File: config.mk
export PLATFORM = sky130hd
export DESIGN_NAME = rope_angle
export DESIGN_NICKNAME = d
export VERILOG_FILES = /design/src/rtl/core/rope_pkg.sv /design/src/rtl/core/rope_angle.sv
export SDC_FILE = /design/constraint.sdc
export NUM_CORES = 1
export LEC_CHECK = 0
export ABC_AREA = 0
export BUFFER_PORTS_ARGS = -buffer_cell sky130_fd_sc_hd__clkbuf_2
export CAP_MARGIN = 20
export CORE_MARGIN = 4
export CORE_UTILIZATION = 29
export DETAILED_ROUTE_END_ITERATION = 10
export PLACE_DENSITY = 0.57
export SYNTH_ARGS = -nofsm -noshare
export SYNTH_HDL_FRONTEND = slang
export SYNTH_SLANG_ARGS = --single-unit
File: constraint.sdc
create_clock -name clk -period 18.3 [get_ports clk]
set_clock_uncertainty 0.05 [all_clocks]
set_input_delay 0.915 -clock clk [delete_from_list [all_inputs] [get_ports clk]]
set_output_delay 0.915 -clock clk [all_outputs]
set_load 0.02 [all_outputs]
File: src/rtl/core/rope_pkg.sv
// ----------------------------------------------------------------------------
// rope_pkg: shared types and constant tables for the rotary position embedding
// Holds the transaction structs, the per-pair frequency table, the CORDIC
// arctangent table and the CORDIC gain. The tables are built at elaboration.
// ----------------------------------------------------------------------------
package rope_pkg;

    // Block configuration
    localparam int EMBED_DIM    = 64;
    localparam int THETA        = 10000;
    localparam int CORDIC_STEPS = 16;
    localparam int TABLE_DEPTH  = 32;

    // Depth of the pipeline between input and result:
    // three front-end stages, one per CORDIC cell, three back-end stages
    localparam int LATENCY = CORDIC_STEPS + 6;

    // Derived widths
    localparam int IDX_W   = $clog2(TABLE_DEPTH);
    localparam int SHIFT_W = (CORDIC_STEPS > 1) ? $clog2(CORDIC_STEPS) : 1;
    localparam int CW      = 34;   // CORDIC x, y, z datapath
    localparam int CS_W    = 18;   // rounded cos / sin, Q1.14 plus headroom
    localparam int PROD_W  = 34;   // element times cos / sin
    localparam int SUM_W   = 36;   // difference or sum of two products

    localparam logic [63:0] INV_TWO_PI_Q32 = 64'd683565276;
    localparam logic [63:0] FRAC30         = 64'd1 << 30;

    localparam logic signed [CW-1:0] QUARTER_TURN = CW'(64'd1 << 30);
    localparam logic signed [CW-1:0] HALF_TURN    = CW'(64'd1 << 31);
    localparam logic signed [CW-1:0] CS_ROUND     = CW'(64'd1 << 15);
    localparam logic signed [SUM_W-1:0] PROD_ROUND = SUM_W'(64'd1 << 13);
    localparam logic signed [SUM_W-1:0] SAT_MAX    = SUM_W'(32767);
    localparam logic signed [SUM_W-1:0] SAT_MIN    = -SUM_W'(32768);

    // Input and result transactions
    typedef struct packed {
        logic signed [15:0] x_even;
        logic signed [15:0] x_odd;
        logic [15:0]        position;
        logic [4:0]         pair_index;
    } rope_in_t;

    typedef struct packed {
        logic signed [15:0] y_even;
        logic signed [15:0] y_odd;
        logic               saturated;
    } rope_out_t;

    // Data handed from cell to cell along the CORDIC chain
    typedef struct packed {
        logic               valid;
        logic               flip;
        logic signed [15:0] x_even;
        logic signed [15:0] x_odd;
        logic signed [CW-1:0] x;
        logic signed [CW-1:0] y;
        logic signed [CW-1:0] z;
    } rope_cell_t;

    typedef logic [31:0] freq_table_t [TABLE_DEPTH];
    typedef logic signed [CW-1:0] atan_table_t [CORDIC_STEPS];

    // Integer square root, bit by bit
    function automatic logic [63:0] isqrt64(logic [63:0] v);
        logic [63:0] r;
        logic [63:0] b;
        logic [63:0] rem;
        r   = 64'd0;
        b   = 64'd1 << 62;
        rem = v;
        for (int i = 0; i < 32; i++)
        begin
            if (rem >= r + b)
            begin
                rem = rem - (r + b);
                r   = (r >> 1) + b;
            end
            else
            begin
                r = r >> 1;
            end
            b = b >> 2;
        end
        return r;
    endfunction

    // Restoring long division, used only while building tables
    function automatic logic [63:0] udiv64(logic [63:0] n, logic [63:0] d);
        logic [64:0] rem;
        logic [63:0] q;
        rem = 65'd0;
        q   = 64'd0;
        for (int i = 63; i >= 0; i--)
        begin
            rem = {rem[63:0], n[i]};
            if (rem >= {1'b0, d})
            begin
                rem  = rem - {1'b0, d};
                q[i] = 1'b1;
            end
        end
        return q;
    endfunction

    // Frequency per pair in turns per position, Q0.32
    function automatic freq_table_t build_freq_table();
        freq_table_t tbl;
        logic [63:0] roots [31];
        logic [63:0] t;
        logic [63:0] m;
        logic [63:0] lg;
        logic [63:0] e;
        logic [63:0] ei;
        logic [63:0] ef;
        logic [63:0] mant;
        logic [63:0] f;
        int n;
        t = 64'(THETA);
        n = 0;
        for (int j = 1; j < 63; j++)
        begin
            if ((t >> j) != 64'd0)
                n = j;
        end
        m  = (t << 30) >> n;
        lg = 64'(n) << 30;
        for (int j = 0; j < 30; j++)
        begin
            m = (m * m) >> 30;
            if (m >= (FRAC30 << 1))
            begin
                m  = m >> 1;
                lg = lg | (64'd1 << (29 - j));
            end
        end
        roots[0] = 64'd0;
        roots[1] = isqrt64(64'd1 << 63);
        for (int j = 2; j <= 30; j++)
            roots[j] = isqrt64(roots[j-1] << 32);
        for (int k = 0; k < TABLE_DEPTH; k++)
        begin
            e    = (lg * 64'(2 * k)) / 64'(EMBED_DIM);
            ei   = e >> 30;
            ef   = e & (FRAC30 - 64'd1);
            mant = 64'd1 << 32;
            for (int j = 1; j <= 30; j++)
            begin
                if (((ef >> (30 - j)) & 64'd1) != 64'd0)
                    mant = (mant * roots[j]) >> 32;
            end
            f      = (mant * INV_TWO_PI_Q32) >> 32;
            tbl[k] = (ei >= 64'd32) ? 32'd0 : 32'(f >> ei);
        end
        return tbl;
    endfunction

    // Arctangent of 2^-i in Q0.32 turns
    function automatic atan_table_t build_atan_table();
        atan_table_t tbl;
        logic signed [63:0] sum;
        logic signed [63:0] term;
        logic [63:0] us;
        for (int i = 0; i < CORDIC_STEPS; i++)
        begin
            if (i == 0)
            begin
                tbl[i] = CW'(64'd1 << 29);
            end
            else
            begin
                sum = 64'sd0;
                for (int q = 0; q < 31; q++)
                begin
                    if (i * (2 * q + 1) <= 60)
                    begin
                        term = $signed(udiv64(64'd1 << (60 - i * (2 * q + 1)),
                                              64'(2 * q + 1)));
                        sum  = (q % 2 == 1) ? sum - term : sum + term;
                    end
                end
                us     = 64'(sum >>> 26);
                tbl[i] = CW'((us * INV_TWO_PI_Q32) >> 34);
            end
        end
        return tbl;
    endfunction

    // Inverse CORDIC gain, Q.30
    function automatic logic signed [CW-1:0] build_gain();
        logic [63:0] kg;
        logic [63:0] add;
        logic [63:0] s;
        kg = 64'd1 << 32;
        for (int i = 0; i < CORDIC_STEPS; i++)
        begin
            add = (2 * i <= 30) ? (64'd1 << (30 - 2 * i)) : 64'd0;
            s   = isqrt64((FRAC30 + add) << 30);
            kg  = udiv64(kg << 30, s);
        end
        return CW'(kg >> 2);
    endfunction

    localparam freq_table_t FREQ_TABLE = build_freq_table();
    localparam atan_table_t ATAN_TABLE = build_atan_table();
    localparam logic signed [CW-1:0] CORDIC_GAIN = build_gain();

endpackage

File: src/rtl/core/rope_angle.sv
// ----------------------------------------------------------------------------
// rope_angle: front end of the rotary embedding pipeline
// Looks up the pair frequency, forms position times frequency in turns and
// folds the angle into +-1/4 turn, seeding the first CORDIC cell.
// ----------------------------------------------------------------------------
module rope_angle
    import rope_pkg::*;
(
    input  logic       clk,
    input  logic       rst_n,
    input  logic       accept,
    input  rope_in_t   pair,
    output rope_cell_t seed
);

    // Stage 1: frequency lookup
    logic        s1_valid_reg;
    rope_in_t    s1_item_reg;
    logic [31:0] s1_freq_reg;

    // Stage 2: angle product
    logic               s2_valid_reg;
    logic signed [15:0] s2_xe_reg;
    logic signed [15:0] s2_xo_reg;
    logic [31:0]        s2_angle_reg;
    logic [31:0]        s2_angle_next;
    logic [47:0]        angle_full;

    // Stage 3: quadrant fold
    logic                 s3_valid_reg;
    logic                 s3_flip_reg;
    logic                 s3_flip_next;
    logic signed [15:0]   s3_xe_reg;
    logic signed [15:0]   s3_xo_reg;
    logic signed [CW-1:0] s3_z_reg;
    logic signed [CW-1:0] s3_z_next;
    logic signed [CW-1:0] z_wide;

    assign angle_full    = 48'(s1_item_reg.position) * 48'(s1_freq_reg);
    assign s2_angle_next = angle_full[31:0];

    // Signed turns, moved by half a turn when beyond a quarter turn
    always_comb
    begin
        z_wide       = CW'($signed(s2_angle_reg));
        s3_z_next    = z_wide;
        s3_flip_next = 1'b0;
        if (z_wide > QUARTER_TURN)
        begin
            s3_z_next    = z_wide - HALF_TURN;
            s3_flip_next = 1'b1;
        end
        else if (z_wide < -QUARTER_TURN)
        begin
            s3_z_next    = z_wide + HALF_TURN;
            s3_flip_next = 1'b1;
        end
    end

    // Valid pipeline
    always_ff @(posedge clk or negedge rst_n)
    begin
        if (!rst_n)
        begin
            s1_valid_reg <= 1'b0;
            s2_valid_reg <= 1'b0;
            s3_valid_reg <= 1'b0;
        end
        else
        begin
            s1_valid_reg <= accept;
            s2_valid_reg <= s1_valid_reg;
            s3_valid_reg <= s2_valid_reg;
        end
    end

    // Payload pipeline
    always_ff @(posedge clk)
    begin
        s1_item_reg  <= pair;
        s1_freq_reg  <= FREQ_TABLE[pair.pair_index[IDX_W-1:0]];
        s2_xe_reg    <= s1_item_reg.x_even;
        s2_xo_reg    <= s1_item_reg.x_odd;
        s2_angle_reg <= s2_angle_next;
        s3_xe_reg    <= s2_xe_reg;
        s3_xo_reg    <= s2_xo_reg;
        s3_z_reg     <= s3_z_next;
        s3_flip_reg  <= s3_flip_next;
    end

    assign seed.valid  = s3_valid_reg;
    assign seed.flip   = s3_flip_reg;
    assign seed.x_even = s3_xe_reg;
    assign seed.x_odd  = s3_xo_reg;
    assign seed.x      = CORDIC_GAIN;
    assign seed.y      = '0;
    assign seed.z      = s3_z_reg;

endmodule

==> flow_metrics.py <==
metrics = {
    "route": {
        "first_pass_iters": 5,
        "ant_nets": 0,
        "drt_iter0_markers": 809,
        "drc": 0,
        "vias": 12100,
        "wl_per_cell_um": 15.9,
        "avgViaCountPerCell": 4.44,
        "drt-total-wl_mm": 43.3,
    },
    "timing": {
        "max_freq_mhz": 150,
        "tightest_slew_ns": 1.15,
        "timing.final.crit_period_ns": 6.69,
        "relSlewSlack": 0.233,
        "rsz0062_at_grt": "no",
        "whs_ns": 0.112,
        "drv_slew": 0,
        "setup_viol": 0,
        "post-route-period-util": 0.365,
        "finalHoldViolations": 0,
        "tns_ns": 0,
    },
    "yosys": {
        "ys_seq_area_frac": 0.240,
        "synthTopCellsByCount": "333 x inv_1, 303 x fa_1, 269 x nand2_1",
        "synth-async-reset-ratio": 0.0142,
        "yosysTopAreaCell": "fa_1",
        "yosys.cell_types.count": 59,
        "synth.area.top_cells": "fa_1 34%, dfxtp_1 24%, inv_1 7.1%",
        "synth_flop_cell": "dfxtp_1",
        "yosysMostFrequentCell": "inv_1",
        "postSynthCellCount": 1857,
        "synth_area_mm2": 0.0176,
        "ys_ff_latch": 211,
        "avgSynthCellArea_um2": 9.49,
        "synth_edf_count": 0,
        "yosysWarnings": 0,
        "synth_top_area_share": 0.344,
    },
    "floorplanning": {
        "die_h_um": 255,
        "ios": 192,
        "die_area_mm2": 0.0648,
        "start_util": 0.293,
        "rows": 90,
        "die_w_um": 255,
        "core-area_mm2": 0.0602,
    },
    "global_route": {
        "grt_pass1_vias": 12900,
        "grt_pass1_wl_mm": 69.7,
        "grt.total_usage": 0.135,
        "grt_max_degree": 72,
        "grt_overflow": 0,
        "antenna_found_initial": 0,
    },
    "finish": {
        "largest_reg_flops": 48,
        "multi_input_area_mm2": 0.0115,
        "nNetsFinal": 2357,
        "drive_gt1_frac": 0.0944,
        "diodes": 0,
        "fill_cells": 6154,
        "regArea_mm2": 0.00424,
        "area_delta_synth_final_pct": 10.6,
    },
    "setup_path": {
        "rrSetupSlack_ns": 11.61,
        "cp-end-kind": "register",
        "critPathLaunchType": "register",
        "required_ns": 18.67,
        "worstSetupPathType": "register to register",
        "critical_path_arrival_ns": 7.05,
        "critPathMaxFanout": 30,
    },
    "placed_design": {
        "placement.io_buffers": 123,
        "gp_congestion": 0.832,
        "dpl.hpwl_mm": 33.7,
    },
    "clocking": {
        "hold_buffers": 0,
        "cts-root-buf": "clkbuf_16",
        "cts_tree": "done",
        "clk_latency_ns": 0.53,
        "cts.sinks": 211,
        "cts_setup_buffers": 0,
        "cts_resized": 0,
        "h-tree-depth": 1,
        "numCtsBuffers": 25,
        "clockBufferDepth": 3,
        "clkTransAtPathRegs_ns": 0.06,
    },
    "run_status": {
        "outcome": "finished, final reports clean",
    },
    "run": {
        "cap_violations": 0,
    },
    "hold_path": {
        "hp-class": "input pin to asynchronous set/reset pin",
    },
}
==> per-stage QoR <==
step                      cell area, um2   util  instances  setup WS [ns]
after floorplan                    17900      -       1923          12.36
after global placement             18700  0.310       2677          11.74
after detailed placement           18700  0.310       2677          11.63
after CTS                          19500  0.324       2721          11.62
after global routing               19500  0.324       2721          11.28
final                              19500  0.324       2721          11.61
==> routing by layer <==
layer,track usage,vias to the layer above,part of all wire
met5,0,-,0
met4,0.0351,0,0.025
met3,0.0278,61,0.078
met2,0.231,456,0.47
met1,0.175,5995,0.43
li1,-,5581,-
==> layout make-up <==
cell class	instances	share of cell area
clock buffers	27	0.0330
clock inverters	17	0.00994
inverters	333	0.0641
multi-input cells	1220	0.591
flip-flops and latches	211	0.217
well taps	782	0.0502
repair buffers	131	0.0346
==> path summary, 6_finish.rpt <==
check	from	to	depth (start not counted)
max in group asynchronous	rst_n	s1_valid_reg$_DFF_PN0_	1
min	rst_n	s3_valid_reg$_DFF_PN0_	1
min in group clk	s2_xe_reg[14]$_DFF_P_	s3_xe_reg[14]$_DFF_P_	0
min reg2reg	s2_xe_reg[14]$_DFF_P_	s3_xe_reg[14]$_DFF_P_	0
max	s1_item_reg[6]$_DFF_P_	s2_angle_reg[30]$_DFF_P_	20
max reg2reg	s1_item_reg[6]$_DFF_P_	s2_angle_reg[30]$_DFF_P_	20
==> cells in the final DEF (no fill, tap or decap), drive strengths merged, types with 7 or more instances in the layout <==
| cell | synthesis | routed |
|---|---|---|
| inv | 333 | 339 |
| fa | 303 | 303 |
| nand2 | 269 | 269 |
| dfxtp | 208 | 208 |
| and2 | 171 | 171 |
| clkbuf | 82 | 150 |
| ha | 76 | 76 |
| conb | 2 | 68 |
| o21ai | 52 | 52 |
| a21oi | 47 | 47 |
| xnor2 | 43 | 43 |
| nor2 | 35 | 35 |
| nor3 | 15 | 15 |
| nand3 | 14 | 14 |
| o211ai | 12 | 12 |
| nand2b | 10 | 10 |
| nor4 | 9 | 9 |
| a21o | 8 | 8 |
| mux2i | 8 | 8 |
| buf | 77 | 8 |
| xor2 | 7 | 7 |
| a31oi | 7 | 7 |
==> kinds of logic (layout without fill, tap and decap cells) <==
logic type,Yosys count,count (layout),synth area share
and+or+nand+nor,540,540,0.147
buffers and inverters,492,508,0.120
adders and majority gates,379,379,0.398
DFF,211,211,0.240
AOI/OAI and AO/OA,175,175,0.0647
xor gates and xnor gates,50,50,0.0248
muxes,8,8,0.00454
other,2,68,0.000426
==> critical path, stage by stage (launching register included) <==
cell and delay (ns):
dfxtp_1 1.06, nand2_1 0.18, fa_1 0.58, inv_1 0.05, fa_1 0.52, inv_1 0.06, fa_1 0.50, inv_1 0.06
fa_1 0.50, fa_1 0.50, inv_1 0.05, fa_1 0.47, inv_1 0.04, ha_1 0.26, a21oi_1 0.17, o21ai_1 0.11
a2111oi_0 0.50, nor3_1 0.14, and2_1 0.20, a21o_1 0.16, a311o_1 0.35
Power is not shown: default switching activity piles up to over one toggle a cycle in this logic, so the estimate is an artifact.
