## config.mk

```make
export PLATFORM = sky130hd
export DESIGN_NAME = rope_rotate
export DESIGN_NICKNAME = d
export VERILOG_FILES = /design/src/rtl/core/rope_pkg.sv /design/src/rtl/core/rope_rotate.sv
export SDC_FILE = /design/constraint.sdc
export NUM_CORES = 2
export LEC_CHECK = 0
export BUFFER_PORTS_ARGS = -buffer_cell sky130_fd_sc_hd__buf_2
export CORE_MARGIN = 2
export CORE_UTILIZATION = 25
export DETAILED_ROUTE_END_ITERATION = 12
export GPL_ROUTABILITY_DRIVEN = 0
export MAX_ROUTING_LAYER = met4
export PLACE_DENSITY = 0.47
export SYNTH_ARGS = -nofsm -noshare
export SYNTH_HDL_FRONTEND = slang
export SYNTH_SLANG_ARGS = --single-unit
```

## constraint.sdc

```tcl
create_clock -name clk -period 7.5 [get_ports clk]
set_clock_uncertainty 0.1 [all_clocks]
set_input_delay 1.875 -clock clk [delete_from_list [all_inputs] [get_ports clk]]
set_output_delay 1.875 -clock clk [all_outputs]
set_load 0.02 [all_outputs]
```

## src/rtl/core/rope_pkg.sv

```systemverilog
// ----------------------------------------------------------------------------
// rope_pkg: shared types and constant tables for the rotary position embedding
// Holds the transaction structs, the per-pair frequency table, the CORDIC
// arctangent table and the CORDIC gain. The tables are built at elaboration.
// ----------------------------------------------------------------------------
package rope_pkg;

    // Block configuration
    localparam int EMBED_DIM    = 64;
    localparam int THETA        = 10000;
    localparam int CORDIC_STEPS = 16;
    localparam int TABLE_DEPTH  = 32;

    // Depth of the pipeline between input and result:
    // three front-end stages, one per CORDIC cell, three back-end stages
    localparam int LATENCY = CORDIC_STEPS + 6;

    // Derived widths
    localparam int IDX_W   = $clog2(TABLE_DEPTH);
    localparam int SHIFT_W = (CORDIC_STEPS > 1) ? $clog2(CORDIC_STEPS) : 1;
    localparam int CW      = 34;   // CORDIC x, y, z datapath
    localparam int CS_W    = 18;   // rounded cos / sin, Q1.14 plus headroom
    localparam int PROD_W  = 34;   // element times cos / sin
    localparam int SUM_W   = 36;   // difference or sum of two products

    localparam logic [63:0] INV_TWO_PI_Q32 = 64'd683565276;
    localparam logic [63:0] FRAC30         = 64'd1 << 30;

    localparam logic signed [CW-1:0] QUARTER_TURN = CW'(64'd1 << 30);
    localparam logic signed [CW-1:0] HALF_TURN    = CW'(64'd1 << 31);
    localparam logic signed [CW-1:0] CS_ROUND     = CW'(64'd1 << 15);
    localparam logic signed [SUM_W-1:0] PROD_ROUND = SUM_W'(64'd1 << 13);
    localparam logic signed [SUM_W-1:0] SAT_MAX    = SUM_W'(32767);
    localparam logic signed [SUM_W-1:0] SAT_MIN    = -SUM_W'(32768);

    // Input and result transactions
    typedef struct packed {
        logic signed [15:0] x_even;
        logic signed [15:0] x_odd;
        logic [15:0]        position;
        logic [4:0]         pair_index;
    } rope_in_t;

    typedef struct packed {
        logic signed [15:0] y_even;
        logic signed [15:0] y_odd;
        logic               saturated;
    } rope_out_t;

    // Data handed from cell to cell along the CORDIC chain
    typedef struct packed {
        logic               valid;
        logic               flip;
        logic signed [15:0] x_even;
        logic signed [15:0] x_odd;
        logic signed [CW-1:0] x;
        logic signed [CW-1:0] y;
        logic signed [CW-1:0] z;
    } rope_cell_t;

    typedef logic [31:0] freq_table_t [TABLE_DEPTH];
    typedef logic signed [CW-1:0] atan_table_t [CORDIC_STEPS];

    // Integer square root, bit by bit
    function automatic logic [63:0] isqrt64(logic [63:0] v);
        logic [63:0] r;
        logic [63:0] b;
        logic [63:0] rem;
        r   = 64'd0;
        b   = 64'd1 << 62;
        rem = v;
        for (int i = 0; i < 32; i++)
        begin
            if (rem >= r + b)
            begin
                rem = rem - (r + b);
                r   = (r >> 1) + b;
            end
            else
            begin
                r = r >> 1;
            end
            b = b >> 2;
        end
        return r;
    endfunction

    // Restoring long division, used only while building tables
    function automatic logic [63:0] udiv64(logic [63:0] n, logic [63:0] d);
        logic [64:0] rem;
        logic [63:0] q;
        rem = 65'd0;
        q   = 64'd0;
        for (int i = 63; i >= 0; i--)
        begin
            rem = {rem[63:0], n[i]};
            if (rem >= {1'b0, d})
            begin
                rem  = rem - {1'b0, d};
                q[i] = 1'b1;
            end
        end
        return q;
    endfunction

    // Frequency per pair in turns per position, Q0.32
    function automatic freq_table_t build_freq_table();
        freq_table_t tbl;
        logic [63:0] roots [31];
        logic [63:0] t;
        logic [63:0] m;
        logic [63:0] lg;
        logic [63:0] e;
        logic [63:0] ei;
        logic [63:0] ef;
        logic [63:0] mant;
        logic [63:0] f;
        int n;
        t = 64'(THETA);
        n = 0;
        for (int j = 1; j < 63; j++)
        begin
            if ((t >> j) != 64'd0)
                n = j;
        end
        m  = (t << 30) >> n;
        lg = 64'(n) << 30;
        for (int j = 0; j < 30; j++)
        begin
            m = (m * m) >> 30;
            if (m >= (FRAC30 << 1))
            begin
                m  = m >> 1;
                lg = lg | (64'd1 << (29 - j));
            end
        end
        roots[0] = 64'd0;
        roots[1] = isqrt64(64'd1 << 63);
        for (int j = 2; j <= 30; j++)
            roots[j] = isqrt64(roots[j-1] << 32);
        for (int k = 0; k < TABLE_DEPTH; k++)
        begin
            e    = (lg * 64'(2 * k)) / 64'(EMBED_DIM);
            ei   = e >> 30;
            ef   = e & (FRAC30 - 64'd1);
            mant = 64'd1 << 32;
            for (int j = 1; j <= 30; j++)
            begin
                if (((ef >> (30 - j)) & 64'd1) != 64'd0)
                    mant = (mant * roots[j]) >> 32;
            end
            f      = (mant * INV_TWO_PI_Q32) >> 32;
            tbl[k] = (ei >= 64'd32) ? 32'd0 : 32'(f >> ei);
        end
        return tbl;
    endfunction

    // Arctangent of 2^-i in Q0.32 turns
    function automatic atan_table_t build_atan_table();
        atan_table_t tbl;
        logic signed [63:0] sum;
        logic signed [63:0] term;
        logic [63:0] us;
        for (int i = 0; i < CORDIC_STEPS; i++)
        begin
            if (i == 0)
            begin
                tbl[i] = CW'(64'd1 << 29);
            end
            else
            begin
                sum = 64'sd0;
                for (int q = 0; q < 31; q++)
                begin
                    if (i * (2 * q + 1) <= 60)
                    begin
                        term = $signed(udiv64(64'd1 << (60 - i * (2 * q + 1)),
                                              64'(2 * q + 1)));
                        sum  = (q % 2 == 1) ? sum - term : sum + term;
                    end
                end
                us     = 64'(sum >>> 26);
                tbl[i] = CW'((us * INV_TWO_PI_Q32) >> 34);
            end
        end
        return tbl;
    endfunction

    // Inverse CORDIC gain, Q.30
    function automatic logic signed [CW-1:0] build_gain();
        logic [63:0] kg;
        logic [63:0] add;
        logic [63:0] s;
        kg = 64'd1 << 32;
        for (int i = 0; i < CORDIC_STEPS; i++)
        begin
            add = (2 * i <= 30) ? (64'd1 << (30 - 2 * i)) : 64'd0;
            s   = isqrt64((FRAC30 + add) << 30);
            kg  = udiv64(kg << 30, s);
        end
        return CW'(kg >> 2);
    endfunction

    localparam freq_table_t FREQ_TABLE = build_freq_table();
    localparam atan_table_t ATAN_TABLE = build_atan_table();
    localparam logic signed [CW-1:0] CORDIC_GAIN = build_gain();

endpackage

```

## src/rtl/core/rope_rotate.sv

```systemverilog
// ----------------------------------------------------------------------------
// rope_rotate: back end of the rotary embedding pipeline
// Rounds the CORDIC vector to Q1.14 cos and sin, rotates the element pair
// and saturates both results to 16 bits.
// ----------------------------------------------------------------------------
module rope_rotate
    import rope_pkg::*;
(
    input  logic       clk,
    input  logic       rst_n,
    input  rope_cell_t d_in,
    output logic       done,
    output rope_out_t  rotated
);

    // Stage 1: cos and sin
    logic                   r1_valid_reg;
    logic signed [15:0]     r1_xe_reg;
    logic signed [15:0]     r1_xo_reg;
    logic signed [CS_W-1:0] r1_cos_reg;
    logic signed [CS_W-1:0] r1_sin_reg;
    logic signed [CS_W-1:0] r1_cos_next;
    logic signed [CS_W-1:0] r1_sin_next;
    logic signed [CW-1:0]   cos_full;
    logic signed [CW-1:0]   sin_full;

    // Stage 2: products
    logic                     r2_valid_reg;
    logic signed [PROD_W-1:0] r2_ec_reg;
    logic signed [PROD_W-1:0] r2_es_reg;
    logic signed [PROD_W-1:0] r2_oc_reg;
    logic signed [PROD_W-1:0] r2_os_reg;
    logic signed [PROD_W-1:0] r2_ec_next;
    logic signed [PROD_W-1:0] r2_es_next;
    logic signed [PROD_W-1:0] r2_oc_next;
    logic signed [PROD_W-1:0] r2_os_next;

    // Stage 3: round and saturate
    logic                    done_reg;
    rope_out_t               result_reg;
    rope_out_t               result_next;
    logic signed [SUM_W-1:0] ye_sum;
    logic signed [SUM_W-1:0] yo_sum;
    logic signed [SUM_W-1:0] ye_rnd;
    logic signed [SUM_W-1:0] yo_rnd;
    logic                    ye_clip;
    logic                    yo_clip;

    // Round to Q1.14, undo the half-turn fold
    assign cos_full = (d_in.x + CS_ROUND) >>> 16;
    assign sin_full = (d_in.y + CS_ROUND) >>> 16;

    always_comb
    begin
        r1_cos_next = cos_full[CS_W-1:0];
        r1_sin_next = sin_full[CS_W-1:0];
        if (d_in.flip)
        begin
            r1_cos_next = -cos_full[CS_W-1:0];
            r1_sin_next = -sin_full[CS_W-1:0];
        end
    end

    assign r2_ec_next = r1_xe_reg * r1_cos_reg;
    assign r2_es_next = r1_xe_reg * r1_sin_reg;
    assign r2_oc_next = r1_xo_reg * r1_cos_reg;
    assign r2_os_next = r1_xo_reg * r1_sin_reg;

    assign ye_sum = SUM_W'(r2_ec_reg) - SUM_W'(r2_os_reg);
    assign yo_sum = SUM_W'(r2_es_reg) + SUM_W'(r2_oc_reg);
    assign ye_rnd = (ye_sum + PROD_ROUND) >>> 14;
    assign yo_rnd = (yo_sum + PROD_ROUND) >>> 14;

    // Clip to 16 bits and flag
    always_comb
    begin
        ye_clip = (ye_rnd > SAT_MAX) || (ye_rnd < SAT_MIN);
        yo_clip = (yo_rnd > SAT_MAX) || (yo_rnd < SAT_MIN);
        result_next.y_even = ye_rnd[15:0];
        result_next.y_odd  = yo_rnd[15:0];
        if (ye_rnd > SAT_MAX)
            result_next.y_even = SAT_MAX[15:0];
        else if (ye_rnd < SAT_MIN)
            result_next.y_even = SAT_MIN[15:0];
        if (yo_rnd > SAT_MAX)
            result_next.y_odd = SAT_MAX[15:0];
        else if (yo_rnd < SAT_MIN)
            result_next.y_odd = SAT_MIN[15:0];
        result_next.saturated = ye_clip || yo_clip;
    end

    always_ff @(posedge clk or negedge rst_n)
    begin
        if (!rst_n)
        begin
            r1_valid_reg <= 1'b0;
            r2_valid_reg <= 1'b0;
            done_reg     <= 1'b0;
        end
        else
        begin
            r1_valid_reg <= d_in.valid;
            r2_valid_reg <= r1_valid_reg;
            done_reg     <= r2_valid_reg;
        end
    end

    always_ff @(posedge clk)
    begin
        r1_xe_reg  <= d_in.x_even;
        r1_xo_reg  <= d_in.x_odd;
        r1_cos_reg <= r1_cos_next;
        r1_sin_reg <= r1_sin_next;
        r2_ec_reg  <= r2_ec_next;
        r2_es_reg  <= r2_es_next;
        r2_oc_reg  <= r2_oc_next;
        r2_os_reg  <= r2_os_next;
        result_reg <= result_next;
    end

    assign done    = done_reg;
    assign rotated = result_reg;

endmodule
```

==> impl_metrics.toml <==
[place]
hpwl_um = 116000
portBuffers = 107

[synth]
synth.avg_cell_area_um2 = 9.223
synth_nets = 7527
ys_ff_latch = 240
synth-seq-area-share_pct = 9.089
syn_area_mm2 = 0.05303
synth_ff_type = "dfxtp_1"
synth-edff-count = 0
yosysUniqueCellTypes = 79
ys_warn_count = 0
synthCells = 5749
synthArstFlopShare_pct = 1.250

[floorplan]
num_rows = 169
die_w_um = 464.5
pin_count = 172
core_mm2 = 0.2115
fp.dieH_um = 464.5
dieArea_mm2 = 0.2158
initial_core_util_pct = 25.08

[worst_setup_path]
cp.arrival_ns = 7.61
r2r_cells = 22
cp_max_fo = 13
rr_endpoint = "r2_oc_reg[30]$_DFF_P_"
r2r_start = "r1_cos_reg[17]$_DFF_P_"
cp.required_ns = 7.94
startpoint_type = "register"
startpoint = "r1_cos_reg[17]$_DFF_P_"
crit_end = "r2_oc_reg[30]$_DFF_P_"
path_class = "register to register"
worstSetupEndpointType = "register"
r2r_slack_ns = 0.33

[sta]
fin_crit_ns = 7.168
fin_crit_sh_pct = 95.57
worst_pin_slew_ns = 1.319
max_clock_freq_ghz = 0.1395
drv_slew = 0
finalHoldViolations = 0
setup-tns-final_ns = 0
setup-violations-final = 0
relSlewSlack_pct = 11.33
rsz0062_at_grt = "false"

[grt]
first_global_vias = 39720
gr-total-overflow = 0
grt_max_degree = 37
grt_pass1_wl_um = 229500
antenna_found_initial = 11
track_usage_pct = 13.99

[clocking]
ctsLongestPathBuffers = 3
htreeDepth = 2
clk_latency_ns = 0.63
cts.sinks = 240
numCtsBuffers = 38
ctsRootBufferMaster = "clkbuf_16"
cts_tree = "yes"
clk_pin_slew_ns = 0.06
hold_buffers = 0

[detailed_routing]
finalWirelength_um = 141200
wl_per_cell_um = 16.29
ant_nets = 0
dr.pass1.iters = 5
vias = 37110
drt-initial-drc-count = 1795
drc = 0
via_per_inst = 4.281

[cells_and_area]
seq_area_mm2 = 0.004828
area_growth_pct = 11.49
nFillCells = 22690
layout-drive-gt1-share_pct = 6.400
multi_input_area_mm2 = 0.04227
nets = 7593

[job]
drv_cap = 0

[min_path]
hp-class = "register to register"

[outcome]
status = "complete, no violations"
stage by stage:
stage	cells	util [%]	hold slack (ns)	area [µm²]	setup WS, ns
2_1_floorplan	5749	-	0.2312	53030	0.9974
3_3_place_gp	8596	27.34	0.2423	57810	0.1120
3_5_place_dp	8596	27.34	0.2403	57810	0.1375
4_1_cts	8665	27.95	0.2635	59110	0.08622
5_1_grt	8666	27.96	0.2774	59120	0.02844
6_report	8668	27.96	0.2574	59120	0.3320
cell families after synthesis:
kind of cell,count (synthesis),share of synthesized area [%]
buffers and inverters,1578,11.20
muxes,4,0.07551
DFF,240,9.089
xor gates and xnor gates,254,4.195
adders and majority gates,1640,55.12
and+or+nand+nor,1547,14.42
AOI/OAI and AO/OA,486,5.897
layout make-up:
type	count	area share, %
clock inverter	24	0.4762
multi-input combinational	3931	71.49
inverter	1335	8.476
tap	2821	5.970
antenna	3	0.01270
timing repair buffer	269	3.682
clock buffer	45	1.721
sequential	240	8.167
metal layers:
layer | up-vias | share of wire (%) | GRT usage [%]
li1 | 17210 | - | -
met1 | 19030 | 49 | 20.19
met2 | 748 | 42 | 20.22
met3 | 123 | 5.7 | 2.153
met4 | 0 | 3.0 | 3.704
met5 | - | 0 | -
synth_stat cells (5+ instances only):
| library cell | n | area, µm² |
|---|---|---|
| nand4_1 | 11 | 68.82 |
| nand2_1 | 629 | 2361 |
| and3_1 | 20 | 125.1 |
| nor2b_1 | 18 | 112.6 |
| or2_2 | 7 | 43.79 |
| nor3_1 | 22 | 110.1 |
| a21oi_1 | 146 | 730.7 |
| a21o_1 | 58 | 435.4 |
| fa_1 | 1160 | 23220 |
| o21ai_0 | 126 | 630.6 |
| clkbuf_1 | 235 | 882.1 |
| a31o_2 | 9 | 78.83 |
| o21a_1 | 17 | 127.6 |
| nand3_1 | 63 | 315.3 |
| o31ai_1 | 14 | 105.1 |
| inv_1 | 1334 | 5007 |
| nor2_1 | 153 | 574.3 |
| nor4_1 | 6 | 37.54 |
| a211oi_1 | 9 | 67.56 |
| and2_1 | 550 | 3441 |
| xnor2_1 | 183 | 1603 |
| nand2b_1 | 38 | 237.7 |
| a31oi_1 | 16 | 100.1 |
| or3_1 | 10 | 62.56 |
| nor3b_1 | 5 | 37.54 |
| dfxtp_1 | 237 | 4745 |
| o21bai_1 | 25 | 187.7 |
| ha_1 | 480 | 6006 |
| xor2_1 | 71 | 621.9 |
worst min-delay path by stage:
| stage | slack (ns) | cells after the start | to | from |
|---|---|---|---|---|
| 6_report | 0.26 | 0 | r2_valid_reg$_DFF_PN0_ | r1_valid_reg$_DFF_PN0_ |
| 5_1_grt | 0.28 | 0 | done$_DFF_PN0_ | r2_valid_reg$_DFF_PN0_ |
| 4_1_cts | 0.26 | 0 | r2_valid_reg$_DFF_PN0_ | r1_valid_reg$_DFF_PN0_ |
| 3_5_place_dp | 0.24 | 0 | r2_valid_reg$_DFF_PN0_ | r1_valid_reg$_DFF_PN0_ |
| 3_3_place_gp | 0.24 | 0 | done$_DFF_PN0_ | r2_valid_reg$_DFF_PN0_ |
| 2_1_floorplan | 0.23 | 0 | done$_DFF_PN0_ | r2_valid_reg$_DFF_PN0_ |
worst max-delay path, cell delays in order, from the launching register on:
cell,delay (ns)
dfxtp_1,0.68
buf_4,0.31
and2_1,0.18
fa_1,0.46
fa_1,0.52
fa_1,0.45
fa_1,0.53
fa_1,0.50
inv_1,0.05
fa_1,0.47
inv_1,0.04
ha_1,0.35
a21o_1,0.19
a21o_1,0.19
a21oi_1,0.16
nor2b_1,0.07
or4_1,0.40
a311oi_1,0.59
o31ai_1,0.20
buf_4,0.19
a21o_1,0.17
a21oi_1,0.17
xnor2_1,0.13
timing repair:
| item | CTS | global route |
|---|---|---|
| gates resized for setup | 0 | 5 |
| endpoints found under the setup margin | 0 | 10 |
| buffers inserted | 0 | 0 |
cells in the final DEF (no fill, tap or decap), types with 9 or more instances in the layout:
master     count
a21o_1        58
o21ai_0      126
buf_4        128
fa_1        1160
nand2_1      629
dfxtp_1      230
clkbuf_16     38
buf_2        107
a211oi_1       9
and2_1       550
or3_1         10
nor2b_1       18
nor2_1       153
xnor2_1      183
o21a_1        17
ha_1         480
nor3_1        22
a31oi_1       16
a31o_2         9
a21oi_1      146
buf_12        34
nand4_1       11
and3_1        20
o31ai_1       14
inv_1       1334
o21bai_1      25
nand3_1       63
nand2b_1      38
xor2_1        71
Power is not shown: default switching activity piles up to over one toggle a cycle in this logic, so the estimate is an artifact.
