**config.mk**
```make
export PLATFORM = sky130hd
export DESIGN_NAME = rope_cordic_cell
export DESIGN_NICKNAME = d
export VERILOG_FILES = /design/src/rtl/core/rope_pkg.sv /design/src/rtl/core/rope_cordic_cell.sv
export SDC_FILE = /design/constraint.sdc
export NUM_CORES = 1
export LEC_CHECK = 0
export BUFFER_PORTS_ARGS = -buffer_cell sky130_fd_sc_hd__buf_2
export CAP_MARGIN = 40
export CORE_MARGIN = 4
export CORE_UTILIZATION = 60
export CTS_BUF_LIST = sky130_fd_sc_hd__clkbuf_4 sky130_fd_sc_hd__clkbuf_8
export CTS_CLUSTER_SIZE = 12
export DETAILED_ROUTE_END_ITERATION = 6
export GPL_TIMING_DRIVEN = 0
export PLACE_DENSITY = 0.95
export SYNTH_ARGS = -nofsm -noshare
export SYNTH_HDL_FRONTEND = slang
export SYNTH_SLANG_ARGS = --single-unit
export TNS_END_PERCENT = 100
```
**constraint.sdc**
```tcl
create_clock -name clk -period 1.6 [get_ports clk]
set_clock_uncertainty 0.2 [all_clocks]
set_input_delay 0.08 -clock clk [delete_from_list [all_inputs] [get_ports clk]]
set_output_delay 0.08 -clock clk [all_outputs]
set_load 0.05 [all_outputs]
```
**src/rtl/core/rope_pkg.sv**
```systemverilog
// ----------------------------------------------------------------------------
// rope_pkg: shared types and constant tables for the rotary position embedding
// Holds the transaction structs, the per-pair frequency table, the CORDIC
// arctangent table and the CORDIC gain. The tables are built at elaboration.
// ----------------------------------------------------------------------------
package rope_pkg;

    // Block configuration
    localparam int EMBED_DIM    = 64;
    localparam int THETA        = 10000;
    localparam int CORDIC_STEPS = 16;
    localparam int TABLE_DEPTH  = 32;

    // Depth of the pipeline between input and result:
    // three front-end stages, one per CORDIC cell, three back-end stages
    localparam int LATENCY = CORDIC_STEPS + 6;

    // Derived widths
    localparam int IDX_W   = $clog2(TABLE_DEPTH);
    localparam int SHIFT_W = (CORDIC_STEPS > 1) ? $clog2(CORDIC_STEPS) : 1;
    localparam int CW      = 34;   // CORDIC x, y, z datapath
    localparam int CS_W    = 18;   // rounded cos / sin, Q1.14 plus headroom
    localparam int PROD_W  = 34;   // element times cos / sin
    localparam int SUM_W   = 36;   // difference or sum of two products

    localparam logic [63:0] INV_TWO_PI_Q32 = 64'd683565276;
    localparam logic [63:0] FRAC30         = 64'd1 << 30;

    localparam logic signed [CW-1:0] QUARTER_TURN = CW'(64'd1 << 30);
    localparam logic signed [CW-1:0] HALF_TURN    = CW'(64'd1 << 31);
    localparam logic signed [CW-1:0] CS_ROUND     = CW'(64'd1 << 15);
    localparam logic signed [SUM_W-1:0] PROD_ROUND = SUM_W'(64'd1 << 13);
    localparam logic signed [SUM_W-1:0] SAT_MAX    = SUM_W'(32767);
    localparam logic signed [SUM_W-1:0] SAT_MIN    = -SUM_W'(32768);

    // Input and result transactions
    typedef struct packed {
        logic signed [15:0] x_even;
        logic signed [15:0] x_odd;
        logic [15:0]        position;
        logic [4:0]         pair_index;
    } rope_in_t;

    typedef struct packed {
        logic signed [15:0] y_even;
        logic signed [15:0] y_odd;
        logic               saturated;
    } rope_out_t;

    // Data handed from cell to cell along the CORDIC chain
    typedef struct packed {
        logic               valid;
        logic               flip;
        logic signed [15:0] x_even;
        logic signed [15:0] x_odd;
        logic signed [CW-1:0] x;
        logic signed [CW-1:0] y;
        logic signed [CW-1:0] z;
    } rope_cell_t;

    typedef logic [31:0] freq_table_t [TABLE_DEPTH];
    typedef logic signed [CW-1:0] atan_table_t [CORDIC_STEPS];

    // Integer square root, bit by bit
    function automatic logic [63:0] isqrt64(logic [63:0] v);
        logic [63:0] r;
        logic [63:0] b;
        logic [63:0] rem;
        r   = 64'd0;
        b   = 64'd1 << 62;
        rem = v;
        for (int i = 0; i < 32; i++)
        begin
            if (rem >= r + b)
            begin
                rem = rem - (r + b);
                r   = (r >> 1) + b;
            end
            else
            begin
                r = r >> 1;
            end
            b = b >> 2;
        end
        return r;
    endfunction

    // Restoring long division, used only while building tables
    function automatic logic [63:0] udiv64(logic [63:0] n, logic [63:0] d);
        logic [64:0] rem;
        logic [63:0] q;
        rem = 65'd0;
        q   = 64'd0;
        for (int i = 63; i >= 0; i--)
        begin
            rem = {rem[63:0], n[i]};
            if (rem >= {1'b0, d})
            begin
                rem  = rem - {1'b0, d};
                q[i] = 1'b1;
            end
        end
        return q;
    endfunction

    // Frequency per pair in turns per position, Q0.32
    function automatic freq_table_t build_freq_table();
        freq_table_t tbl;
        logic [63:0] roots [31];
        logic [63:0] t;
        logic [63:0] m;
        logic [63:0] lg;
        logic [63:0] e;
        logic [63:0] ei;
        logic [63:0] ef;
        logic [63:0] mant;
        logic [63:0] f;
        int n;
        t = 64'(THETA);
        n = 0;
        for (int j = 1; j < 63; j++)
        begin
            if ((t >> j) != 64'd0)
                n = j;
        end
        m  = (t << 30) >> n;
        lg = 64'(n) << 30;
        for (int j = 0; j < 30; j++)
        begin
            m = (m * m) >> 30;
            if (m >= (FRAC30 << 1))
            begin
                m  = m >> 1;
                lg = lg | (64'd1 << (29 - j));
            end
        end
        roots[0] = 64'd0;
        roots[1] = isqrt64(64'd1 << 63);
        for (int j = 2; j <= 30; j++)
            roots[j] = isqrt64(roots[j-1] << 32);
        for (int k = 0; k < TABLE_DEPTH; k++)
        begin
            e    = (lg * 64'(2 * k)) / 64'(EMBED_DIM);
            ei   = e >> 30;
            ef   = e & (FRAC30 - 64'd1);
            mant = 64'd1 << 32;
            for (int j = 1; j <= 30; j++)
            begin
                if (((ef >> (30 - j)) & 64'd1) != 64'd0)
                    mant = (mant * roots[j]) >> 32;
            end
            f      = (mant * INV_TWO_PI_Q32) >> 32;
            tbl[k] = (ei >= 64'd32) ? 32'd0 : 32'(f >> ei);
        end
        return tbl;
    endfunction

    // Arctangent of 2^-i in Q0.32 turns
    function automatic atan_table_t build_atan_table();
        atan_table_t tbl;
        logic signed [63:0] sum;
        logic signed [63:0] term;
        logic [63:0] us;
        for (int i = 0; i < CORDIC_STEPS; i++)
        begin
            if (i == 0)
            begin
                tbl[i] = CW'(64'd1 << 29);
            end
            else
            begin
                sum = 64'sd0;
                for (int q = 0; q < 31; q++)
                begin
                    if (i * (2 * q + 1) <= 60)
                    begin
                        term = $signed(udiv64(64'd1 << (60 - i * (2 * q + 1)),
                                              64'(2 * q + 1)));
                        sum  = (q % 2 == 1) ? sum - term : sum + term;
                    end
                end
                us     = 64'(sum >>> 26);
                tbl[i] = CW'((us * INV_TWO_PI_Q32) >> 34);
            end
        end
        return tbl;
    endfunction

    // Inverse CORDIC gain, Q.30
    function automatic logic signed [CW-1:0] build_gain();
        logic [63:0] kg;
        logic [63:0] add;
        logic [63:0] s;
        kg = 64'd1 << 32;
        for (int i = 0; i < CORDIC_STEPS; i++)
        begin
            add = (2 * i <= 30) ? (64'd1 << (30 - 2 * i)) : 64'd0;
            s   = isqrt64((FRAC30 + add) << 30);
            kg  = udiv64(kg << 30, s);
        end
        return CW'(kg >> 2);
    endfunction

    localparam freq_table_t FREQ_TABLE = build_freq_table();
    localparam atan_table_t ATAN_TABLE = build_atan_table();
    localparam logic signed [CW-1:0] CORDIC_GAIN = build_gain();

endpackage

```
**src/rtl/core/rope_cordic_cell.sv**
```systemverilog
// ----------------------------------------------------------------------------
// rope_cordic_cell: one CORDIC rotation step
// Rotates (x, y) toward z = 0 by the arctangent of 2^-shift and hands the
// result to the next cell every cycle.
// ----------------------------------------------------------------------------
module rope_cordic_cell
    import rope_pkg::*;
(
    input  logic                 clk,
    input  logic                 rst_n,
    input  logic [SHIFT_W-1:0]   shift,
    input  logic signed [CW-1:0] atan,
    input  rope_cell_t           d_in,
    output rope_cell_t           d_out
);

    logic       valid_reg;
    rope_cell_t data_reg;
    rope_cell_t data_next;
    logic signed [CW-1:0] dx;
    logic signed [CW-1:0] dy;

    assign dx = d_in.y >>> shift;
    assign dy = d_in.x >>> shift;

    // Rotation direction follows the sign of the residual angle
    always_comb
    begin
        data_next = d_in;
        if (d_in.z >= 0)
        begin
            data_next.x = d_in.x - dx;
            data_next.y = d_in.y + dy;
            data_next.z = d_in.z - atan;
        end
        else
        begin
            data_next.x = d_in.x + dx;
            data_next.y = d_in.y - dy;
            data_next.z = d_in.z + atan;
        end
    end

    always_ff @(posedge clk or negedge rst_n)
    begin
        if (!rst_n)
            valid_reg <= 1'b0;
        else
            valid_reg <= d_in.valid;
    end

    always_ff @(posedge clk)
    begin
        data_reg <= data_next;
    end

    always_comb
    begin
        d_out       = data_reg;
        d_out.valid = valid_reg;
    end

endmodule

```
==> results of run 1 <==
kinds of logic after synthesis:
family,share of synthesized area (%)
XOR/XNOR,11.8
adder cells (fa/ha/maj),10.1
flip-flops,20.6
multiplexers,18.1
buffers and inverters,3.77
AND/OR/NAND/NOR,15.4
AO/OA/AOI/OAI,20.3
metrics by stage:
stage	area (um^2)	util (%)	setup WS (ns)	cells	hold slack, ns
after floorplan	14000	-	-3.30	1531	-0.416
after global placement	15900	73.1	-4.19	2121	-0.346
after detailed placement	15900	73.1	-4.30	2121	-0.344
after CTS	17800	82.0	-3.22	2255	-0.364
routing by layer:
| layer | GRT usage [%] | overflow |
|---|---|---|
| met5 | 41.1 | 0 |
| met4 | 82.8 | 46 |
| met3 | 69.0 | 0 |
| met2 | 94.4 | 51 |
| met1 | 75.9 | 3 |
synth_stat cells, types with 5 or more instances:
cell type / number / share of area (%)
or4_1: 5 / 0.28
nand2b_1: 20 / 0.94
ha_1: 102 / 9.6
nor4_1: 6 / 0.28
nand3_1: 37 / 1.4
nor2_1: 96 / 2.7
a2111oi_0: 5 / 0.33
mux2_2: 20 / 1.7
mux4_2: 67 / 11
a21o_1: 55 / 3.1
and2_1: 14 / 0.66
a31o_2: 5 / 0.33
clkbuf_1: 26 / 0.74
mux2i_1: 51 / 3.9
o41ai_1: 6 / 0.40
mux4_1: 6 / 1.2
o21bai_1: 17 / 0.96
and3_1: 16 / 0.76
xor2_1: 79 / 5.2
nand4_1: 5 / 0.24
inv_1: 51 / 1.4
o31ai_1: 27 / 1.5
o21a_1: 13 / 0.74
dfxtp_1: 135 / 20
a21oi_1: 110 / 4.2
o211ai_1: 11 / 0.62
or2_2: 5 / 0.24
a31oi_1: 15 / 0.71
a211oi_1: 19 / 1.1
o21ai_0: 98 / 3.7
buf_2: 19 / 0.72
a21boi_0: 8 / 0.45
xnor2_1: 99 / 6.5
nor3_1: 22 / 0.83
nand2_1: 160 / 4.5
nor2b_1: 14 / 0.66
buf_1: 13 / 0.37
or3_1: 13 / 0.61
what timing repair did:
action / in CTS
pin swaps: 57
setup endpoints to repair: 99
buffers inserted: 54
resized for setup: 158
hold buffers: 48
gates cloned: 0
hold endpoints to repair: 128
==> impl_metrics.yaml, run 1 <==
status:
  outcome: "did not finish"
  haltStage: "global routing (5_1_grt)"
  firstError: "[ERROR GRT-0232] Routing congestion too high. Check the congestion heatmap in the GUI."
synth:
  ys.flop_type: "dfxtp_1"
  synth_area_per_cell_um2: 8.66
  yosys_warnings: 0
  ys_seq_elements: 136
  synth-edff-count: 0
  synthesis.area_um2: 13300
  syn_inst: 1531
  yosys.cell_types.count: 76
  async_reset_ff_share_pct: 0.735
  ys_seq_area_share_pct: 20.6
  syn_nets: 1812
clock_tree:
  clockBufferDepth: 2
  ctsHtreeMaxLevel: 4
  root_buffer: "clkbuf_8"
  numCtsBuffers: 17
  clkSinkCount: 136
place:
  hpwl_um: 40700
  place_congestion: 1.01
  port_buffers: 310
global_routing:
  overflow: 100
  grt_max_degree: 17
  grt_use_total_pct: 79.6
die:
  initial_core_util_pct: 60.9
  chipHeight_um: 157
  die_x_um: 157
  rows: 54
  ios: 312
sta:
  worst_endpoint_kind: "register input"
  crit_endpoint: "d_out[98]$_DFF_P_/D"
==> inputs of run 2 (changes only) <==
--- a/config.mk
+++ b/config.mk
@@ -8,12 +8,10 @@
 export BUFFER_PORTS_ARGS = -buffer_cell sky130_fd_sc_hd__buf_2
 export CAP_MARGIN = 40
 export CORE_MARGIN = 4
-export CORE_UTILIZATION = 60
-export CTS_BUF_LIST = sky130_fd_sc_hd__clkbuf_4 sky130_fd_sc_hd__clkbuf_8
-export CTS_CLUSTER_SIZE = 12
+export CORE_UTILIZATION = 40
 export DETAILED_ROUTE_END_ITERATION = 6
 export GPL_TIMING_DRIVEN = 0
-export PLACE_DENSITY = 0.95
+export PLACE_DENSITY_LB_ADDON = 0.15
 export SYNTH_ARGS = -nofsm -noshare
 export SYNTH_HDL_FRONTEND = slang
 export SYNTH_SLANG_ARGS = --single-unit
==> impl_metrics.yaml, run 2 <==
synth:
  synth-edff-count: 0
  syn_nets: 1812
  synth_top_family_by_area: "compound AO/OA/AOI/OAI gates"
  ys.flop_type: "dfxtp_1"
  syn_inst: 1531
  yosysMostFrequentCell: "nand2_1"
  synthXorXnorAreaFrac_pct: 11.8
  synth_area_per_cell_um2: 8.66
  synthAdderAreaFrac_pct: 10.1
  yosys.area.top_type: "dfxtp_1"
  yosys.area.top_type_share_pct: 20.4
  ys_top_cells_by_area: "dfxtp_1 20%, mux4_2 11%, ha_1 9.6%, xnor2_1 6.5%, xor2_1 5.2%"
  synth.top_cells.by_count: "160 x nand2_1, 135 x dfxtp_1, 110 x a21oi_1"
  synth_compound_area_share_pct: 20.3
  yosys_warnings: 0
  yosys.area_share.simple_pct: 15.4
  async_reset_ff_share_pct: 0.735
  ys_seq_elements: 136
  synthesis.area_um2: 13300
  ys_seq_area_share_pct: 20.6
  synthMuxAreaShare_pct: 18.1
  yosys.cell_types.count: 76
detailed_routing:
  drt_iter0_markers: 1081
  routed-via-count: 14800
  drt-vias-per-instance: 5.74
  wl_per_cell_um: 21.5
  wl_um: 55500
  ant_nets: 0
  drtPass1Iterations: 5
  drcViolationCount: 0
status:
  violations: "negative hold slack, negative setup slack"
  outcome: "complete, but fails checks"
sta:
  fin_crit_sh_pct: 298
  final-setup-viol-count: 98
  fmax_mhz: 210
  drv_slew: 0
  worst_slew_pin_slew_ns: 0.973
  period_needed_ns: 4.76
  max_slew_margin_pct: 35.1
  hold_viol_final: 48
  hold_ws_ns: -0.323
  worst_slack_ns: -3.16
  grt_setup_unrepaired: "true"
place:
  pre_cts_ws_ns: -4.22
  port_buffers: 310
  place_congestion: 1.02
  hpwl_um: 38700
  dp_cells: 2284
  dpl_cell_area_um2: 16100
job:
  maxCapViolCount: 0
die:
  initial_core_util_pct: 40.6
  rows: 66
  core_area_um2: 32600
  ios: 312
  chipHeight_um: 190
  die_x_um: 190
  fp.dieArea_um2: 36100
cells_and_area:
  largest_reg_flops: 135
  nets: 2399
  layout_common_cells: "305 x buf_2, 161 x buf_4, 140 x nand2_1"
  stdcell_count: 2576
  final_util_pct: 64.2
  drive_gt1_share_pct: 48.3
  stdcell_area_um2: 20900
  area_delta_synth_final_pct: 58.0
  layout_commonest_cell: "buf_2"
  fill_cells: 2720
power:
  totalPowerFinal_mw: 24.2
  vdd_drop_max_mv: 1.02
  p_leak_nw: 9.28
  cellPowerDensity_nw_per_um2: 1160
clock_tree:
  ctsHtreeMaxLevel: 4
  hold_buffers: 44
  numCtsBuffers: 17
  clkSinkCount: 136
  root_buffer: "clkbuf_16"
  clockBufferDepth: 2
  clkSlewWorstSetupHoldPaths_ns: 0.08
  cts_tree: "done"
setup_path:
  path_class: "input pin to flip-flop"
  worstSetupStartpointType: "input pin"
  cp_data_required_time_ns: 1.77
  path_max_fanout: 6
  worst_setup_path_end_kind: "flip-flop"
  critPathArrivalTime_ns: 4.93
global_routing:
  grt_pass1_vias: 14800
  antenna_found_initial: 2
  overflow: 0
  grt_use_total_pct: 28.9
  grt_max_degree: 17
  grt_first_pass_wirelength_um: 81300
min_path:
  hold_depth: 2
  hold_class: "input pin to flip-flop"
-- run 2: cell counts after synthesis --
No cell type changed its count.
-- run 2: logic make-up (layout without fill, tap and decap cells) --
| family | count (synthesis) | count (layout) |
|---|---|---|
| and+or+nand+nor | 430 | 430 |
| buffers and inverters | 118 | 718 |
| muxes | 144 | 144 |
| xor gates and xnor gates | 178 | 178 |
| DFF | 136 | 136 |
| AOI/OAI and AO/OA | 420 | 420 |
| adders and majority gates | 105 | 105 |
| other | 0 | 3 |
-- run 2: what timing repair did --
item	in CTS	in global routing
cloned	2	0
setup buffers	149	74
resized for setup	297	200
endpoints found under the hold margin	110	44
setup endpoints to repair	99	99
pin swaps	158	174
-- run 2: stage by stage --
| step | setup TNS [ns] | hold slack (ns) |
|---|---|---|
| after floorplan | -183.22 | -0.416 |
| after global placement | -270.19 | -0.345 |
| after detailed placement | -269.29 | -0.344 |
| after CTS | -176.51 | -0.364 |
| after global routing | -205.37 | -0.324 |
| final | -194.50 | -0.323 |
-- run 2: routing by layer --
metal  share of wire [%]  track usage [%]  vias to the layer above
met5                   0                0                        -
met4                 5.1             14.6                        0
met3                 7.3             4.06                      148
met2                  49             50.3                      713
met1                  39             34.9                     7089
li1                    -                -                     6845
-- run 2: layout make-up --
type,instances,area (um^2),area share (%)
Buffer,63,905,4.32
Inverter,54,224,1.07
Antenna cell,3,7.51,0.0358
Clock inverter,14,174,0.830
Clock buffer,18,439,2.10
Sequential cell,136,2730,13.0
Multi-Input combinational cell,1277,11900,57.0
Tap cell,442,553,2.64
Timing Repair Buffer,569,3990,19.0
-- run 2: power by group --
group	internal [mW]	leakage [nW]	switching (mW)	total [mW]
clock network	2.42	0.301	1.89	4.30
registers	4.53	1.15	0.255	4.78
logic	5.67	7.83	9.45	15.1
total	12.6	9.28	11.6	24.2
-- run 2: critical path: stages --
cell       delay (ns)
buf_12           0.11
buf_12           0.13
buf_12           0.13
buf_12           0.12
buf_12           0.12
buf_12           0.13
buf_16           0.13
buf_12           0.12
mux4_2           0.47
nand2_2          0.12
nand3_4          0.11
o32ai_4          0.31
buf_12           0.17
nand2_4          0.06
o31ai_4          0.18
xor2_1           0.21
ha_1             0.29
a21o_1           0.17
a21o_1           0.17
a21o_1           0.20
a32oi_2          0.29
nor3_4           0.08
a2111oi_4        0.37
o211a_1          0.26
o31ai_2          0.09
a21oi_1          0.17
xnor2_1          0.14
-- run 2: path summary, 6_finish.rpt --
kind                       startpoint   endpoint  slack [ns]
min in group asynchronous       rst_n  valid_reg        0.25
max in group asynchronous       rst_n  valid_reg        0.85
worst min-delay path         d_in[34]  d_out[34]       -0.32
worst max-delay path         shift[1]  d_out[66]       -3.16
Power figures use the tool's default switching activity.
==> inputs of run 3 (changes only) <==
--- a/config.mk
+++ b/config.mk
@@ -11,6 +11,7 @@
 export CORE_UTILIZATION = 40
 export DETAILED_ROUTE_END_ITERATION = 6
 export GPL_TIMING_DRIVEN = 0
+export HOLD_SLACK_MARGIN = 0.12
 export PLACE_DENSITY_LB_ADDON = 0.15
 export SYNTH_ARGS = -nofsm -noshare
 export SYNTH_HDL_FRONTEND = slang
==> impl_metrics.yaml, run 3 (synthesis gave the netlist of run 2 again) <==
clock_tree:
  ctsHtreeMaxLevel: 4
  clkSlewWorstSetupHoldPaths_ns: 0.08
  clkSinkCount: 136
  hold_buffers: 78
  cts_tree: "done"
  root_buffer: "clkbuf_16"
  clockBufferDepth: 2
  numCtsBuffers: 17
detailed_routing:
  wl_um: 56500
  drt_iter0_markers: 1072
  drt-vias-per-instance: 5.76
  ant_nets: 0
  drcViolationCount: 0
  routed-via-count: 15000
  wl_per_cell_um: 21.6
  drtPass1Iterations: 5
place:
  place_congestion: 1.02
  dp_cells: 2284
  hpwl_um: 38700
  port_buffers: 310
setup_path:
  path_max_fanout: 6
  worst_setup_path_end_kind: "flip-flop"
  cpPeakStageDelay_ns: 0.46
  critPathArrivalTime_ns: 4.93
  cp_common_cell: "buf_12"
  cp_data_required_time_ns: 1.77
  worstSetupStartpointType: "input pin"
  worst_path_max_delay_cell: "mux4_2"
  path_class: "input pin to flip-flop"
die:
  initial_core_util_pct: 40.6
  chipHeight_um: 190
  fp.dieArea_um2: 36100
  core_area_um2: 32600
  die_x_um: 190
  rows: 66
  ios: 312
cells_and_area:
  layout_common_cells: "305 x buf_2, 163 x buf_4, 140 x nand2_1"
  layout_commonest_cell: "buf_2"
  final_util_pct: 65.4
  stdcell_count: 2613
  area_delta_synth_final_pct: 60.9
  largest_reg_flops: 135
  nets: 2436
  drive_gt1_share_pct: 47.7
min_path:
  hold_depth: 2
  hp-start: "d_in[34]"
  hold_class: "input pin to flip-flop"
  min_to: "d_out[34]"
sta:
  worst_slack_ns: -3.16
  fmax_mhz: 210
  grt_setup_unrepaired: "true"
  period_needed_ns: 4.76
  drv_slew: 0
  fin_crit_sh_pct: 298
  max_slew_margin_pct: 36.1
  hold_ws_ns: -0.321
  final-setup-viol-count: 99
  hold_viol_final: 46
  worst_slew_pin_slew_ns: 0.948
power:
  totalPowerFinal_mw: 24.4
  cellPowerDensity_nw_per_um2: 1140
  p_leak_nw: 9.44
  vdd_drop_max_mv: 1.02
global_routing:
  overflow: 0
  grt_use_total_pct: 29.4
  antenna_found_initial: 2
  grt_max_degree: 17
  grt_pass1_vias: 15000
  grt_first_pass_wirelength_um: 82600
status:
  outcome: "complete, but fails checks"
  violations: "negative hold slack, negative setup slack"
job:
  maxCapViolCount: 0
[run 3: per-layer routing]
layer / up-vias / global-route usage (%) / wire [um]
met5: - / 0 / 0
met1: 7240 / 35.3 / 21500
li1: 6916 / - / -
met3: 163 / 4.17 / 4300
met2: 729 / 51.2 / 27800
met4: 0 / 15.1 / 2920
[run 3: worst max path at each step]
stage / start / endpoint / cells after the start
floorplan: shift[1] / d_out[100] / 19
global placement: shift[2] / d_out[67] / 22
detailed placement: shift[2] / d_out[67] / 22
CTS: shift[1] / d_out[98] / 20
global route: shift[1] / d_out[66] / 27
finish: shift[1] / d_out[66] / 27
[run 3: worst max-delay path, delay by kind of cell]
| family | cells | cell delay, ns |
|---|---|---|
| multiplexers | 1 | 0.46 |
| AND/OR/NAND/NOR | 4 | 0.37 |
| adder cells (fa/ha/maj) | 1 | 0.29 |
| AO/OA/AOI/OAI | 10 | 2.23 |
| XOR/XNOR | 2 | 0.35 |
| buffers and inverters | 9 | 1.16 |
[run 3: what timing repair did]
item | in CTS | in global routing
cloned | 2 | 0
pin swaps | 158 | 170
gates resized for setup | 297 | 207
endpoints found under the setup margin | 99 | 99
hold endpoints to repair | 136 | 88
setup buffers | 149 | 77
[run 3: area by class of cell]
class,count,area [um^2]
Clock buffer,18,439
Sequential cell,136,2730
Clock inverter,14,174
Buffer,63,906
Tap cell,442,553
Antenna cell,3,7.51
Inverter,54,224
Timing Repair Buffer,606,4350
Fill cell,2652,11300
Multi-Input combinational cell,1277,12000
[run 3: per-stage QoR]
step           setup slack [ns]  setup TNS [ns]  cell area [um^2]
2_1_floorplan             -3.30         -183.22             14000
3_3_place_gp              -4.29         -270.19             16100
3_5_place_dp              -4.22         -269.29             16100
4_1_cts                   -3.24         -176.51             20000
5_1_grt                   -3.29         -205.06             21300
6_report                  -3.16         -194.62             21300
[run 3: power by group]
group	switching, mW	leakage (nW)	internal (mW)
clock network	1.89	0.301	2.42
registers	0.261	1.15	4.53
logic	9.52	7.99	5.76
